**src/hdl/psfc_pkg.sv**
```systemverilog
// ---------------------------------------------------------------------------
// psfc_pkg
// Shared types, codes and widths of the PCM sample float converter.
// ---------------------------------------------------------------------------
`default_nettype none

package psfc_pkg;

    localparam int FMT_W   = 3;
    localparam int CNT_W   = 6;
    localparam int BUF_W   = 40;
    localparam int FRAME_W = 32;
    localparam int CH_W    = 5;
    localparam int DATA_W  = 64;
    localparam int FLT_W   = 32;
    localparam int ADDR_W  = 40;
    localparam int BC_W    = 4;
    localparam int PROD_W  = 39;
    localparam int FULL_W  = 43;
    localparam int CFG_IDX_W = 2;

    localparam logic [CFG_IDX_W-1:0] CFG_FORMAT   = 2'd0;
    localparam logic [CFG_IDX_W-1:0] CFG_CHANNELS = 2'd1;
    localparam logic [CFG_IDX_W-1:0] CFG_BUFSIZE  = 2'd2;

    localparam logic [FMT_W-1:0] FMT_U8  = 3'd0;
    localparam logic [FMT_W-1:0] FMT_I16 = 3'd1;
    localparam logic [FMT_W-1:0] FMT_I24 = 3'd2;
    localparam logic [FMT_W-1:0] FMT_I32 = 3'd3;
    localparam logic [FMT_W-1:0] FMT_F32 = 3'd4;
    localparam logic [FMT_W-1:0] FMT_F64 = 3'd5;

    typedef enum logic [3:0] {
        OP_NONE,
        OP_RD_U8,
        OP_RD_I16,
        OP_RD_I24,
        OP_RD_I32,
        OP_RD_F32,
        OP_RD_F64,
        OP_WR_U8,
        OP_WR_I16,
        OP_WR_I24,
        OP_WR_I32,
        OP_WR_F32,
        OP_WR_F64
    } op_t;

    typedef struct packed {
        op_t               op;
        logic [ADDR_W-1:0] addr;
        logic              in_range;
        logic [BC_W-1:0]   nb;
        logic [DATA_W-1:0] data;
    } item_t;

    function automatic logic [BC_W-1:0] width_of(input logic [FMT_W-1:0] fmt);
        logic [BC_W-1:0] nb;
        case (fmt)
            FMT_U8:  nb = 4'd1;
            FMT_I16: nb = 4'd2;
            FMT_I24: nb = 4'd3;
            FMT_I32: nb = 4'd4;
            FMT_F32: nb = 4'd4;
            FMT_F64: nb = 4'd8;
            default: nb = 4'd1;
        endcase
        return nb;
    endfunction

endpackage

`default_nettype wire

```
**src/hdl/psfc_front.sv**
```systemverilog
// ---------------------------------------------------------------------------
// psfc_front
// Accepts beats, classifies them by format and kind, computes the byte
// address and the buffer range check.
// ---------------------------------------------------------------------------
`default_nettype none

module psfc_front (
    input  wire                             clk,
    input  wire                             rst_n,
    input  wire                             in_valid,
    output logic                            in_ready,
    input  wire                             kind,
    input  wire  [psfc_pkg::FRAME_W-1:0]    frame_index,
    input  wire  [psfc_pkg::CH_W-1:0]       channel_index,
    input  wire  [psfc_pkg::DATA_W-1:0]     load_bits,
    input  wire  [psfc_pkg::FLT_W-1:0]      value_float,
    input  wire  [psfc_pkg::FMT_W-1:0]      sample_format,
    input  wire  [psfc_pkg::CNT_W-1:0]      channel_count,
    input  wire  [psfc_pkg::BUF_W-1:0]      buffer_size_bytes,
    output logic                            push_valid,
    input  wire                             push_ready,
    output psfc_pkg::item_t                 push_item
);

    logic                            f1_valid_reg;
    logic [psfc_pkg::PROD_W-1:0]     f1_prod_reg;
    psfc_pkg::op_t                   f1_op_reg;
    logic [psfc_pkg::BC_W-1:0]       f1_nb_reg;
    logic                            f1_fmt_ok_reg;
    logic [psfc_pkg::DATA_W-1:0]     f1_data_reg;

    logic [psfc_pkg::PROD_W-1:0]     f1_prod_next;
    psfc_pkg::op_t                   f1_op_next;
    logic [psfc_pkg::DATA_W-1:0]     f1_data_next;
    logic [psfc_pkg::FULL_W-1:0]     addr_full;
    logic [psfc_pkg::FULL_W-1:0]     end_full;
    logic                            ok;

    assign in_ready   = !f1_valid_reg || push_ready;
    assign push_valid = f1_valid_reg;

    assign f1_prod_next = psfc_pkg::PROD_W'(frame_index) * psfc_pkg::PROD_W'(channel_count)
                        + psfc_pkg::PROD_W'(channel_index);
    assign f1_data_next = kind ? {32'd0, value_float} : load_bits;

    always_comb
    begin
        unique case (sample_format)
            psfc_pkg::FMT_U8:  f1_op_next = kind ? psfc_pkg::OP_WR_U8  : psfc_pkg::OP_RD_U8;
            psfc_pkg::FMT_I16: f1_op_next = kind ? psfc_pkg::OP_WR_I16 : psfc_pkg::OP_RD_I16;
            psfc_pkg::FMT_I24: f1_op_next = kind ? psfc_pkg::OP_WR_I24 : psfc_pkg::OP_RD_I24;
            psfc_pkg::FMT_I32: f1_op_next = kind ? psfc_pkg::OP_WR_I32 : psfc_pkg::OP_RD_I32;
            psfc_pkg::FMT_F32: f1_op_next = kind ? psfc_pkg::OP_WR_F32 : psfc_pkg::OP_RD_F32;
            psfc_pkg::FMT_F64: f1_op_next = kind ? psfc_pkg::OP_WR_F64 : psfc_pkg::OP_RD_F64;
            default:           f1_op_next = psfc_pkg::OP_NONE;
        endcase
    end

    always_ff @(posedge clk or negedge rst_n)
    begin
        if (!rst_n)
        begin
            f1_valid_reg <= 1'b0;
        end
        else if (in_ready)
        begin
            f1_valid_reg <= in_valid;
        end
    end

    always_ff @(posedge clk)
    begin
        if (in_valid && in_ready)
        begin
            f1_prod_reg   <= f1_prod_next;
            f1_op_reg     <= f1_op_next;
            f1_nb_reg     <= psfc_pkg::width_of(sample_format);
            f1_fmt_ok_reg <= (sample_format <= psfc_pkg::FMT_F64);
            f1_data_reg   <= f1_data_next;
        end
    end

    // address and range check of the held beat
    assign addr_full = psfc_pkg::FULL_W'(f1_prod_reg) * psfc_pkg::FULL_W'(f1_nb_reg);
    assign end_full  = addr_full + psfc_pkg::FULL_W'(f1_nb_reg);
    assign ok        = f1_fmt_ok_reg && (end_full <= psfc_pkg::FULL_W'(buffer_size_bytes));

    always_comb
    begin
        push_item.op       = ok ? f1_op_reg : psfc_pkg::OP_NONE;
        push_item.addr     = addr_full[psfc_pkg::ADDR_W-1:0];
        push_item.in_range = ok;
        push_item.nb       = f1_nb_reg;
        push_item.data     = f1_data_reg;
    end

endmodule

`default_nettype wire

```
**src/hdl/psfc_queue.sv**
```systemverilog
// ---------------------------------------------------------------------------
// psfc_queue
// Two-entry queue between the classify front and the conversion back.
// ---------------------------------------------------------------------------
`default_nettype none

module psfc_queue (
    input  wire              clk,
    input  wire              rst_n,
    input  wire              push_valid,
    output logic             push_ready,
    input  psfc_pkg::item_t  push_item,
    output logic             pop_valid,
    input  wire              pop_ready,
    output psfc_pkg::item_t  pop_item
);

    psfc_pkg::item_t entry_reg [2];
    logic [1:0]      count_reg;
    logic [1:0]      count_next;
    logic            wr_ptr_reg;
    logic            rd_ptr_reg;
    logic            push;
    logic            pop;

    assign push_ready = (count_reg != 2'd2);
    assign pop_valid  = (count_reg != 2'd0);
    assign pop_item   = entry_reg[rd_ptr_reg];
    assign push       = push_valid && push_ready;
    assign pop        = pop_valid && pop_ready;

    always_comb
    begin
        count_next = count_reg;
        if (push && !pop)
        begin
            count_next = count_reg + 2'd1;
        end
        else if (pop && !push)
        begin
            count_next = count_reg - 2'd1;
        end
    end

    always_ff @(posedge clk or negedge rst_n)
    begin
        if (!rst_n)
        begin
            count_reg  <= 2'd0;
            wr_ptr_reg <= 1'b0;
            rd_ptr_reg <= 1'b0;
        end
        else
        begin
            count_reg <= count_next;
            if (push)
            begin
                wr_ptr_reg <= !wr_ptr_reg;
            end
            if (pop)
            begin
                rd_ptr_reg <= !rd_ptr_reg;
            end
        end
    end

    always_ff @(posedge clk)
    begin
        if (push)
        begin
            entry_reg[wr_ptr_reg] <= push_item;
        end
    end

endmodule

`default_nettype wire

```
**src/hdl/psfc_back.sv**
```systemverilog
// ---------------------------------------------------------------------------
// psfc_back
// Conversion pipeline: align and normalize, then round, saturate and
// register the result beat.
// ---------------------------------------------------------------------------
`default_nettype none

module psfc_back (
    input  wire                            clk,
    input  wire                            rst_n,
    input  wire                            pop_valid,
    output logic                           pop_ready,
    input  psfc_pkg::item_t                pop_item,
    output logic                           out_valid,
    input  wire                            out_ready,
    output logic [psfc_pkg::ADDR_W-1:0]    byte_address,
    output logic                           in_range,
    output logic [psfc_pkg::FLT_W-1:0]     sample_float,
    output logic [psfc_pkg::DATA_W-1:0]    store_bits,
    output logic [psfc_pkg::BC_W-1:0]      byte_count
);

    typedef struct packed {
        psfc_pkg::op_t     op;
        logic [39:0]       addr;
        logic              in_range;
        logic [3:0]        nb;
        logic [31:0]       rbase;
        logic              rup;
        logic              wsign;
        logic              wbig;
        logic [31:0]       xint;
        logic              xst;
        logic [63:0]       wide;
    } stage_t;

    logic        b1_valid_reg;
    stage_t      b1_reg;
    stage_t      b1_next;
    logic        b1_en;
    logic        b2_en;

    logic        out_valid_reg;
    logic [39:0] addr_reg;
    logic        in_range_reg;
    logic [31:0] sample_float_reg;
    logic [63:0] store_bits_reg;
    logic [3:0]  byte_count_reg;
    logic [31:0] sample_float_next;
    logic [63:0] store_bits_next;

    // first stage signals
    logic [63:0]  d;
    logic [31:0]  s_al;
    logic [31:0]  r_mag;
    logic [4:0]   r_msb;
    logic [31:0]  r_nrm;
    logic [31:0]  int_base;
    logic         int_up;
    logic [31:0]  f64_base;
    logic         f64_up;
    logic [10:0]  e64;
    logic [5:0]   f64_sh;
    logic [116:0] f64_ext;
    logic         w_nan;
    logic [7:0]   we;
    logic [22:0]  wm;
    logic [6:0]   w_sh;
    logic [95:0]  w_ext;
    logic [4:0]   m_msb;
    logic [52:0]  m_nrm;
    logic [63:0]  f64_wide;

    // second stage signals
    logic [31:0]  i32_mag;
    logic [31:0]  i32_val;
    logic [15:0]  i16_mag;
    logic [15:0]  i16_val;
    logic [33:0]  y;
    logic [5:0]   y_msb;
    logic [3:0]   y_lsb;
    logic         y_rnd;
    logic         y_stk;
    logic         y_up;
    logic [34:0]  y_rounded;
    logic [9:0]   u8_q;
    logic [7:0]   u8_val;

    assign b2_en     = !out_valid_reg || out_ready;
    assign b1_en     = !b1_valid_reg || b2_en;
    assign pop_ready = b1_en;

    assign d = pop_item.data;

    // integer read: left-align to a 32-bit signed fraction
    always_comb
    begin
        case (pop_item.op)
            psfc_pkg::OP_RD_U8:  s_al = {~d[7], d[6:0], 24'd0};
            psfc_pkg::OP_RD_I16: s_al = {d[15:0], 16'd0};
            psfc_pkg::OP_RD_I24: s_al = {d[23:0], 8'd0};
            default:             s_al = d[31:0];
        endcase
        r_mag = s_al[31] ? (~s_al + 32'd1) : s_al;
        r_msb = 5'd0;
        for (int i = 0; i < 32; i++)
        begin
            if (r_mag[i])
            begin
                r_msb = 5'(i);
            end
        end
        r_nrm = r_mag << (5'd31 - r_msb);
        if (r_mag == 32'd0)
        begin
            int_base = 32'd0;
            int_up   = 1'b0;
        end
        else
        begin
            int_base = {s_al[31], 8'(r_msb) + 8'd96, r_nrm[30:8]};
            int_up   = r_nrm[7] & ((|r_nrm[6:0]) | r_nrm[8]);
        end
    end

    // double read: round to single, nearest even
    always_comb
    begin
        e64     = d[62:52];
        f64_sh  = (e64 < 11'd863) ? 6'd63 : 6'(11'd926 - e64);
        f64_ext = {1'b1, d[51:0], 64'd0} >> f64_sh;
        f64_up  = 1'b0;
        if (e64 == 11'h7ff)
        begin
            f64_base = (d[51:0] != 52'd0) ? {d[63], 8'hff, 1'b1, d[50:29]}
                                          : {d[63], 8'hff, 23'd0};
        end
        else if (e64 >= 11'd1151)
        begin
            f64_base = {d[63], 8'hff, 23'd0};
        end
        else if (e64 >= 11'd897)
        begin
            f64_base = {d[63], 8'(e64 - 11'd896), d[51:29]};
            f64_up   = d[28] & ((|d[27:0]) | d[29]);
        end
        else if (e64 == 11'd0)
        begin
            f64_base = {d[63], 31'd0};
        end
        else
        begin
            f64_base = {d[63], 8'd0, f64_ext[86:64]};
            f64_up   = f64_ext[63] & ((|f64_ext[62:0]) | f64_ext[64]);
        end
    end

    // float write: magnitude as a 32-bit fraction, and widening to double
    always_comb
    begin
        we    = d[30:23];
        wm    = d[22:0];
        w_nan = (we == 8'hff) && (wm != 23'd0);
        w_sh  = (we < 8'd63) ? 7'd63 : 7'(8'd126 - we);
        w_ext = {(we != 8'd0), wm, 8'd0, 64'd0} >> w_sh;
        m_msb = 5'd0;
        for (int i = 0; i < 23; i++)
        begin
            if (wm[i])
            begin
                m_msb = 5'(i);
            end
        end
        m_nrm = 53'(wm) << (6'd52 - 6'(m_msb));
        if (we == 8'hff)
        begin
            f64_wide = w_nan ? {d[31], 11'h7ff, 1'b1, wm[21:0], 29'd0}
                             : {d[31], 11'h7ff, 52'd0};
        end
        else if (we == 8'd0)
        begin
            f64_wide = (wm == 23'd0) ? {d[31], 63'd0}
                                     : {d[31], 11'(m_msb) + 11'd874, m_nrm[51:0]};
        end
        else
        begin
            f64_wide = {d[31], 11'(we) + 11'd896, wm, 29'd0};
        end
    end

    always_comb
    begin
        b1_next.op       = pop_item.op;
        b1_next.addr     = pop_item.addr;
        b1_next.in_range = pop_item.in_range;
        b1_next.nb       = pop_item.nb;
        b1_next.wsign    = !w_nan && d[31];
        b1_next.wbig     = !w_nan && (we >= 8'd127);
        b1_next.xint     = w_nan ? 32'd0 : w_ext[95:64];
        b1_next.xst      = !w_nan && (|w_ext[63:0]);
        b1_next.wide     = (pop_item.op == psfc_pkg::OP_WR_F64) ? f64_wide : {32'd0, d[31:0]};
        case (pop_item.op)
            psfc_pkg::OP_RD_F32:
            begin
                b1_next.rbase = d[31:0];
                b1_next.rup   = 1'b0;
            end
            psfc_pkg::OP_RD_F64:
            begin
                b1_next.rbase = f64_base;
                b1_next.rup   = f64_up;
            end
            default:
            begin
                b1_next.rbase = int_base;
                b1_next.rup   = int_up;
            end
        endcase
    end

    always_ff @(posedge clk or negedge rst_n)
    begin
        if (!rst_n)
        begin
            b1_valid_reg  <= 1'b0;
            out_valid_reg <= 1'b0;
        end
        else
        begin
            if (b1_en)
            begin
                b1_valid_reg <= pop_valid;
            end
            if (b2_en)
            begin
                out_valid_reg <= b1_valid_reg;
            end
        end
    end

    always_ff @(posedge clk)
    begin
        if (pop_valid && b1_en)
        begin
            b1_reg <= b1_next;
        end
        if (b1_valid_reg && b2_en)
        begin
            addr_reg         <= b1_reg.addr;
            in_range_reg     <= b1_reg.in_range;
            byte_count_reg   <= b1_reg.nb;
            sample_float_reg <= sample_float_next;
            store_bits_reg   <= store_bits_next;
        end
    end

    // integer write: truncate toward zero and saturate
    always_comb
    begin
        i32_mag = {1'b0, b1_reg.xint[31:1]};
        if (b1_reg.wbig)
        begin
            i32_val = b1_reg.wsign ? 32'h8000_0000 : 32'h7fff_ffff;
        end
        else
        begin
            i32_val = b1_reg.wsign ? (~i32_mag + 32'd1) : i32_mag;
        end
        i16_mag = {1'b0, b1_reg.xint[31:17]};
        if (b1_reg.wbig)
        begin
            i16_val = b1_reg.wsign ? 16'h8000 : 16'h7fff;
        end
        else
        begin
            i16_val = b1_reg.wsign ? (~i16_mag + 16'd1) : i16_mag;
        end
    end

    // unsigned 8-bit write: round x + 1 to single, then scale and truncate
    always_comb
    begin
        if (b1_reg.wsign)
        begin
            y = 34'h1_0000_0000 - 34'(b1_reg.xint) - 34'(b1_reg.xst);
        end
        else
        begin
            y = 34'h1_0000_0000 + 34'(b1_reg.xint);
        end
        y_msb = 6'd0;
        for (int i = 0; i < 34; i++)
        begin
            if (y[i])
            begin
                y_msb = 6'(i);
            end
        end
        y_lsb     = (y_msb < 6'd25) ? 4'd2 : 4'(y_msb - 6'd23);
        y_rnd     = y[y_lsb - 4'd1];
        y_stk     = (|(y & ((34'd1 << (y_lsb - 4'd1)) - 34'd1))) | b1_reg.xst;
        y_up      = y_rnd & (y_stk | y[y_lsb]);
        y_rounded = 35'((35'(y) >> y_lsb) + 35'(y_up)) << y_lsb;
        u8_q      = y_rounded[34:25];
        if (b1_reg.wbig)
        begin
            u8_val = b1_reg.wsign ? 8'd0 : 8'd255;
        end
        else if (y_msb < 6'd25)
        begin
            u8_val = 8'd0;
        end
        else if (u8_q > 10'd255)
        begin
            u8_val = 8'd255;
        end
        else
        begin
            u8_val = u8_q[7:0];
        end
    end

    always_comb
    begin
        sample_float_next = 32'd0;
        store_bits_next   = 64'd0;
        case (b1_reg.op) inside
            psfc_pkg::OP_RD_U8,
            psfc_pkg::OP_RD_I16,
            psfc_pkg::OP_RD_I24,
            psfc_pkg::OP_RD_I32,
            psfc_pkg::OP_RD_F32,
            psfc_pkg::OP_RD_F64: sample_float_next = b1_reg.rbase + 32'(b1_reg.rup);
            psfc_pkg::OP_WR_U8:  store_bits_next = 64'(u8_val);
            psfc_pkg::OP_WR_I16: store_bits_next = 64'(i16_val);
            psfc_pkg::OP_WR_I24: store_bits_next = 64'(i32_val[31:8]);
            psfc_pkg::OP_WR_I32: store_bits_next = 64'(i32_val);
            psfc_pkg::OP_WR_F32,
            psfc_pkg::OP_WR_F64: store_bits_next = b1_reg.wide;
            default:
            begin
                sample_float_next = 32'd0;
                store_bits_next   = 64'd0;
            end
        endcase
    end

    assign out_valid    = out_valid_reg;
    assign byte_address = addr_reg;
    assign in_range     = in_range_reg;
    assign sample_float = sample_float_reg;
    assign store_bits   = store_bits_reg;
    assign byte_count   = byte_count_reg;

endmodule

`default_nettype wire

```
**src/hdl/pcm_sample_float_converter.sv**
```systemverilog
// ---------------------------------------------------------------------------
// pcm_sample_float_converter
// Address, range check and float conversion of interleaved PCM samples.
//
//   channel   handshake             payload
//   in        in_valid / in_ready   kind, frame_index, channel_index,
//                                   load_bits, value_float
//   out       out_valid / out_ready byte_address, in_range, sample_float,
//                                   store_bits, byte_count
//   cfg       cfg_valid / cfg_ready cfg_index, cfg_data
//
// one beat per clock while out_ready is high; an in beat passes the address stage,
// queue, align stage and round stage in that order before it leaves as an out beat
// the two-entry queue lets the front keep taking beats while out is stalled, until the queue is full
// rst_n clears the pipeline and loads the register defaults; cfg is always ready
// ---------------------------------------------------------------------------
`default_nettype none

module pcm_sample_float_converter (
    input  wire                                clk,
    input  wire                                rst_n,
    input  wire                                in_valid,
    output logic                               in_ready,
    input  wire                                kind,
    input  wire  [psfc_pkg::FRAME_W-1:0]       frame_index,
    input  wire  [psfc_pkg::CH_W-1:0]          channel_index,
    input  wire  [psfc_pkg::DATA_W-1:0]        load_bits,
    input  wire  [psfc_pkg::FLT_W-1:0]         value_float,
    output logic                               out_valid,
    input  wire                                out_ready,
    output logic [psfc_pkg::ADDR_W-1:0]        byte_address,
    output logic                               in_range,
    output logic [psfc_pkg::FLT_W-1:0]         sample_float,
    output logic [psfc_pkg::DATA_W-1:0]        store_bits,
    output logic [psfc_pkg::BC_W-1:0]          byte_count,
    input  wire                                cfg_valid,
    output logic                               cfg_ready,
    input  wire  [psfc_pkg::CFG_IDX_W-1:0]     cfg_index,
    input  wire  [psfc_pkg::BUF_W-1:0]         cfg_data
);

    logic [psfc_pkg::FMT_W-1:0] sample_format_reg;
    logic [psfc_pkg::CNT_W-1:0] channel_count_reg;
    logic [psfc_pkg::BUF_W-1:0] buffer_size_reg;

    logic            push_valid;
    logic            push_ready;
    psfc_pkg::item_t push_item;
    logic            pop_valid;
    logic            pop_ready;
    psfc_pkg::item_t pop_item;

    assign cfg_ready = 1'b1;

    always_ff @(posedge clk or negedge rst_n)
    begin
        if (!rst_n)
        begin
            sample_format_reg <= psfc_pkg::FMT_I16;
            channel_count_reg <= 6'd2;
            buffer_size_reg   <= '0;
        end
        else if (cfg_valid)
        begin
            case (cfg_index)
                psfc_pkg::CFG_FORMAT:   sample_format_reg <= cfg_data[psfc_pkg::FMT_W-1:0];
                psfc_pkg::CFG_CHANNELS: channel_count_reg <= cfg_data[psfc_pkg::CNT_W-1:0];
                psfc_pkg::CFG_BUFSIZE:  buffer_size_reg   <= cfg_data;
                default:
                begin
                end
            endcase
        end
    end

    psfc_front u_front (
        .clk               (clk),
        .rst_n             (rst_n),
        .in_valid          (in_valid),
        .in_ready          (in_ready),
        .kind              (kind),
        .frame_index       (frame_index),
        .channel_index     (channel_index),
        .load_bits         (load_bits),
        .value_float       (value_float),
        .sample_format     (sample_format_reg),
        .channel_count     (channel_count_reg),
        .buffer_size_bytes (buffer_size_reg),
        .push_valid        (push_valid),
        .push_ready        (push_ready),
        .push_item         (push_item)
    );

    psfc_queue u_queue (
        .clk        (clk),
        .rst_n      (rst_n),
        .push_valid (push_valid),
        .push_ready (push_ready),
        .push_item  (push_item),
        .pop_valid  (pop_valid),
        .pop_ready  (pop_ready),
        .pop_item   (pop_item)
    );

    psfc_back u_back (
        .clk          (clk),
        .rst_n        (rst_n),
        .pop_valid    (pop_valid),
        .pop_ready    (pop_ready),
        .pop_item     (pop_item),
        .out_valid    (out_valid),
        .out_ready    (out_ready),
        .byte_address (byte_address),
        .in_range     (in_range),
        .sample_float (sample_float),
        .store_bits   (store_bits),
        .byte_count   (byte_count)
    );

endmodule

`default_nettype wire
```
**config.mk**
```make
export PLATFORM = sky130hd
export DESIGN_NAME = pcm_sample_float_converter
export DESIGN_NICKNAME = d
export VERILOG_FILES = /design/src/hdl/psfc_pkg.sv /design/src/hdl/psfc_front.sv /design/src/hdl/psfc_queue.sv /design/src/hdl/psfc_back.sv /design/src/hdl/pcm_sample_float_converter.sv
export SDC_FILE = /design/constraint.sdc
export NUM_CORES = 2
export LEC_CHECK = 0
export ABC_AREA = 1
export BUFFER_PORTS_ARGS = -buffer_cell sky130_fd_sc_hd__buf_2
export CAP_MARGIN = 10
export CORE_AREA = 2 2 410 452
export DETAILED_ROUTE_END_ITERATION = 16
export DIE_AREA = 0 0 412 454
export PLACE_DENSITY = 0.44
export SLEW_MARGIN = 20
export SYNTH_ARGS = -nofsm -noshare
export SYNTH_HDL_FRONTEND = slang
export SYNTH_SLANG_ARGS = --single-unit
```
**constraint.sdc**
```tcl
create_clock -name clk -period 9.7 [get_ports clk]
set_input_delay 1.94 -clock clk [delete_from_list [all_inputs] [get_ports clk]]
set_output_delay 1.94 -clock clk [all_outputs]
set_load 0.01 [all_outputs]
```
-- Yosys cells after proc, flatten, opt, wreduce, memory -nomap -nowiden
Memory sizes are Yosys's and may differ from the RTL's.
Cells that the tools add are included.
- bits in writable memories: 226
- output and inout port bits: 144
- input port bits: 181
- logic and storage cells: 313
- register bits: 490
- memories: 1
- memory list (memory ; depth ; bits a word ; rd ports ; clocked after memory_dff ; wr ports ; RTL line ; source):
    u_queue.entry_reg ; 2 ; 113 ; 1 ; 0 ; 1 ; psfc_queue.sv:18 ; psfc_pkg::item_t entry_reg [2];
- shift operators: 7
- multipliers: 2
- bitwise logic cells: 15
- reductions and logical operators: 48
- magnitude comparators: 11
- add/subtract/negate cells: 23
- muxes and demuxes: 142
- equality and inequality tests: 28
- operators by type and width (operator ; count):
    two-way mux 32 bit ; 9
    two-way mux 5 bit ; 53
    two-way mux 63 bit ; 3
    right shift 117 x 6 -> 87 bit ; 1
    one-hot mux 32 bit (3 select lines) ; 1
    right shift 96 x 7 -> 96 bit ; 1
    two-way mux 31 bit ; 3
    two-way mux 4 bit ; 23
    one-hot mux 33 bit (2 select lines) ; 1
    adder 32 x 1 -> 32 bit, second input constant ; 2
    two-way mux 16 bit ; 4
    OR reduction 64 bit ; 1
    OR reduction 63 bit ; 1
    two-way mux 52 bit ; 1
    nonzero test 52 bit ; 1
    left shift 23 x 6 -> 52 bit ; 1
    two-way mux 23 bit ; 2
    adder 43 x 4 -> 43 bit ; 1
    less-or-equal comparator 43 x 40 -> 1 bit ; 1
    multiplier 39 x 4 -> 43 bit ; 1
    two-way mux 8 bit ; 5
    adder 38 x 5 -> 39 bit ; 1
    multiplier 32 x 6 -> 38 bit ; 1
    adder 35 x 1 -> 35 bit ; 1
    other kinds (81) ; 157

-- Depth between registers and ports, before layout
- depth in word-level cells: 53
- mapped depth: 75

-- Modules after synthesis
From an unflattened synthesis, not the netlist that was laid out.
- cell total of the unflattened synthesis: 8556
- area total of the unflattened synthesis: 61448.9 um^2
- modules (own cells, without submodules) (module ; cells an instance ; times used ; area an instance (um^2)):
    psfc_back ; 4923 ; 1 ; 31471.4
    psfc_front ; 2790 ; 1 ; 19398.6
    psfc_queue ; 619 ; 1 ; 8459.4
    pcm_sample_float_converter ; 224 ; 1 ; 2119.5

-- Worst setup path before layout
No wires, ideal clock.
- path type: input port to flip-flop
- start: input out_ready
- end: register u_back.addr_reg[0], in the netlist u_back.byte_address[0] (enable)
- setup time: 686 ps
- data arrival time: 8711 ps
- path slack: 303 ps
- stages: 2
- cell sequence: inv_1 -> a21oi_1
- longest elaborated chain between the ends: 2
- RTL lines (item ; RTL line ; source):
    from (decl) ; pcm_sample_float_converter.sv:30 ; input wire out_ready,
    logical OR 1 bit ; psfc_back.sv:89 ; assign b2_en = !out_valid_reg || out_ready;
    logical AND 1 bit ; psfc_back.sv:247 ; if (b1_valid_reg && b2_en)
    to (signal assigned) ; psfc_back.sv:249 ; addr_reg <= b1_reg.addr;
    to (decl) ; psfc_back.sv:44 ; logic [39:0] addr_reg;
No other way between the ends.
A chain may end at the register's enable or synchronous reset.

==> flow_summary.ini <==
[layout]
largest_reg_flops = 226
drive_gt1_frac = 0.102
layout_commonest_cell = nand2_1
final_cell_mix = nand2_1 (2166), inv_1 (980), edfxtp_1 (658), o21ai_0 (600), nor2_1 (528)
post_layout_nonfiller_instances = 10300
synthToLayoutAreaGrowth_pct = 12.3
nets = 8488

[yosys]
syn-num-nets = 8295
yosysSeqAreaShare = 0.364
ys_warn_count = 0
synthCells = 7658
synth-edff-count = 658
synth_flop_cell = edfxtp_1
ys_types = 85
ys_async_sr_fraction = 0.0784
syn_area_per_cell_um2 = 7.58
ys_ff_latch = 714
syn-cell-area_mm2 = 0.0581

[worst_setup_path]
r2r-end = u_queue.entry_reg[1][68]
crit_top_cell = nand2_1
crit_start = u_front.f1_nb_reg[1]
criticalPathCategory = reg2reg
r2r_start = u_front.f1_nb_reg[1]
cp_num_buf_inv = 4
critical_path_arrival_ns = 8.96
timing.reg2reg.setup_slack_ns = 1.17
cpPeakStageDelay_ns = 0.55
crit_family = simple AND/OR/NAND/NOR gates
worst-path-max-fanout = 35
worst-r2r-cell-count = 38
cp.required_ns = 10.12
end_kind = flip-flop
slowest_stage = edfxtp_1
cp-start-kind = flip-flop

[detailed_routing]
vias_per_cell = 5.08
vias = 52500
initialDrtViolationCount = 3939
drt_pass1_iterations = 5
ant_nets = 0
post_drt_wl_per_cell_um = 21.1
drc = 0
drt-total-wl_mm = 218

[grt]
antenna_found_initial = 10
grt-busiest-layer = met2
grt_max_degree = 81
overflow = 0
grt_pass1_wl_mm = 327
use_met3 = 0.0231
grt_pass1_vias = 51800
grtUsageMet1 = 0.288
grt_util_met2 = 0.410
grt_use_total = 0.230

[clocking]
clk_root_buffer_cell = clkbuf_16
clock_path_buffers = 3
clk_pin_slew_worst_paths_ns = 0.06
cts_tree = done
cts_buffers = 80
cts_setup_buffers = 0
clock_sinks = 714
insertion_delay_ns = 0.70
htreeDepth = 3
hold_buffers = 0
ctsResizeCount = 0

[worst_hold_path]
min_path_cells = 0
hp-class = reg2reg
worstHoldStart = u_back.b1_reg[153]
hold_end = u_back.byte_address[16]

[sta]
fmax_mhz = 117
finalSetupTns_ns = 0
max_slew.worst_pin.slew_ns = 1.23
fin_ws_ns = 1.17
fin_worst_skew_ns = 0.0223
finalHoldViolations = 0
rsz0062_at_grt = no
period_minus_slack_ns = 8.53
finalCritPeriodShare = 0.880
slew_viol_final = 0
finalSetupViolations = 0
relSlewSlack = 0.171

[placement]
pre_cts_slack_ns = 0.978
numPlacedInstances = 10200
detailed_place_hpwl_mm = 170
place.gp.congestion = 0.954
port_buffers = 323

[floorplanning]
die_x_um = 412
die-area_mm2 = 0.187
core_area_mm2 = 0.183
fp.dieH_um = 454
boundaryPins = 325
start_util = 0.318
rows = 165

[flow_run]
cap_violations = 0

[status]
status = complete, no violations
logic make-up after synthesis:
logic type | count (synthesis) | share of synthesized area
buf+inv | 1388 | 0.0928
flops | 714 | 0.364
mux | 22 | 0.00379
simple gates | 3555 | 0.257
xor+xnor | 175 | 0.0266
fa+ha+maj | 456 | 0.124
compound gates | 1347 | 0.131
other cells | 1 | 0.0000646
worst max path at each step:
stage	end	slack [ns]	depth (start not counted)
floorplan	u_back.byte_address[0]	0.30	2
detailed placement	u_front.f1_prod_reg[38]	0.98	43
finish	u_queue.entry_reg[1][68]	1.17	38
CTS	u_queue.entry_reg[1][68]	1.19	38
global placement	u_front.f1_prod_reg[38]	1.0	41
global route	u_queue.entry_reg[1][109]	0.28	38
Yosys cell counts (16+ instances only):
| cell | n | area share |
|---|---|---|
| nor3_1 | 47 | 0.0040 |
| nand2_2 | 27 | 0.0029 |
| o21ai_0 | 605 | 0.052 |
| xnor2_1 | 26 | 0.0039 |
| a31oi_1 | 43 | 0.0046 |
| nand2_1 | 2167 | 0.14 |
| clkbuf_1 | 241 | 0.016 |
| nor4_1 | 28 | 0.0030 |
| o22ai_1 | 35 | 0.0038 |
| o311ai_0 | 21 | 0.0032 |
| a211oi_1 | 20 | 0.0026 |
| edfxtp_1 | 658 | 0.34 |
| o21ai_1 | 109 | 0.0094 |
| mux2i_1 | 22 | 0.0038 |
| inv_1 | 985 | 0.064 |
| nand3_1 | 514 | 0.044 |
| xor2_1 | 147 | 0.022 |
| or2_2 | 69 | 0.0074 |
| dfrtp_1 | 54 | 0.023 |
| o31ai_1 | 20 | 0.0026 |
| inv_2 | 38 | 0.0025 |
| ha_1 | 258 | 0.056 |
| nor2_2 | 16 | 0.0017 |
| nand4_1 | 105 | 0.011 |
| buf_1 | 38 | 0.0025 |
| nor2_1 | 532 | 0.034 |
| a22oi_1 | 21 | 0.0027 |
| buf_2 | 48 | 0.0041 |
| fa_1 | 198 | 0.068 |
| o211ai_1 | 54 | 0.0070 |
| a21oi_1 | 308 | 0.027 |
metal layers:
| metal | up-vias | part of all wire |
|---|---|---|
| met5 | - | 0.00022 |
| met4 | 8 | 0.036 |
| met3 | 303 | 0.042 |
| met2 | 1343 | 0.50 |
| met1 | 25200 | 0.42 |
| li1 | 25700 | - |
cell type report:
class | count | area, um2
fillers | 19700 | 118000
multi-input cells | 5556 | 31600
flip-flops and latches | 714 | 21200
inverters | 1039 | 3910
well taps | 2421 | 3030
repair buffers | 460 | 2650
clock buffers | 100 | 2150
clock inverters | 48 | 713
diodes | 3 | 7.51
worst reg2reg max path: cells and delay by family, from the launching register on:
kind,cells,cell delay (ns)
compound gates,14,2.38
xor+xnor,2,0.64
fa+ha+maj,4,1.61
buf+inv,4,0.65
flops,1,0.55
simple gates,14,2.46
stage by stage:
step / util / instance area, um2 / hold slack (ns)
finish: 0.357 / 65200 / 0.420
global route: 0.357 / 65200 / 0.430
floorplan: - / 58100 / 0.400
CTS: 0.357 / 65200 / 0.423
global placement: 0.341 / 62400 / 0.405
detailed placement: 0.341 / 62400 / 0.409
Power is left out: the tool's default activity adds up to more than one toggle a clock period on the data nets, which glitch-free logic cannot reach.
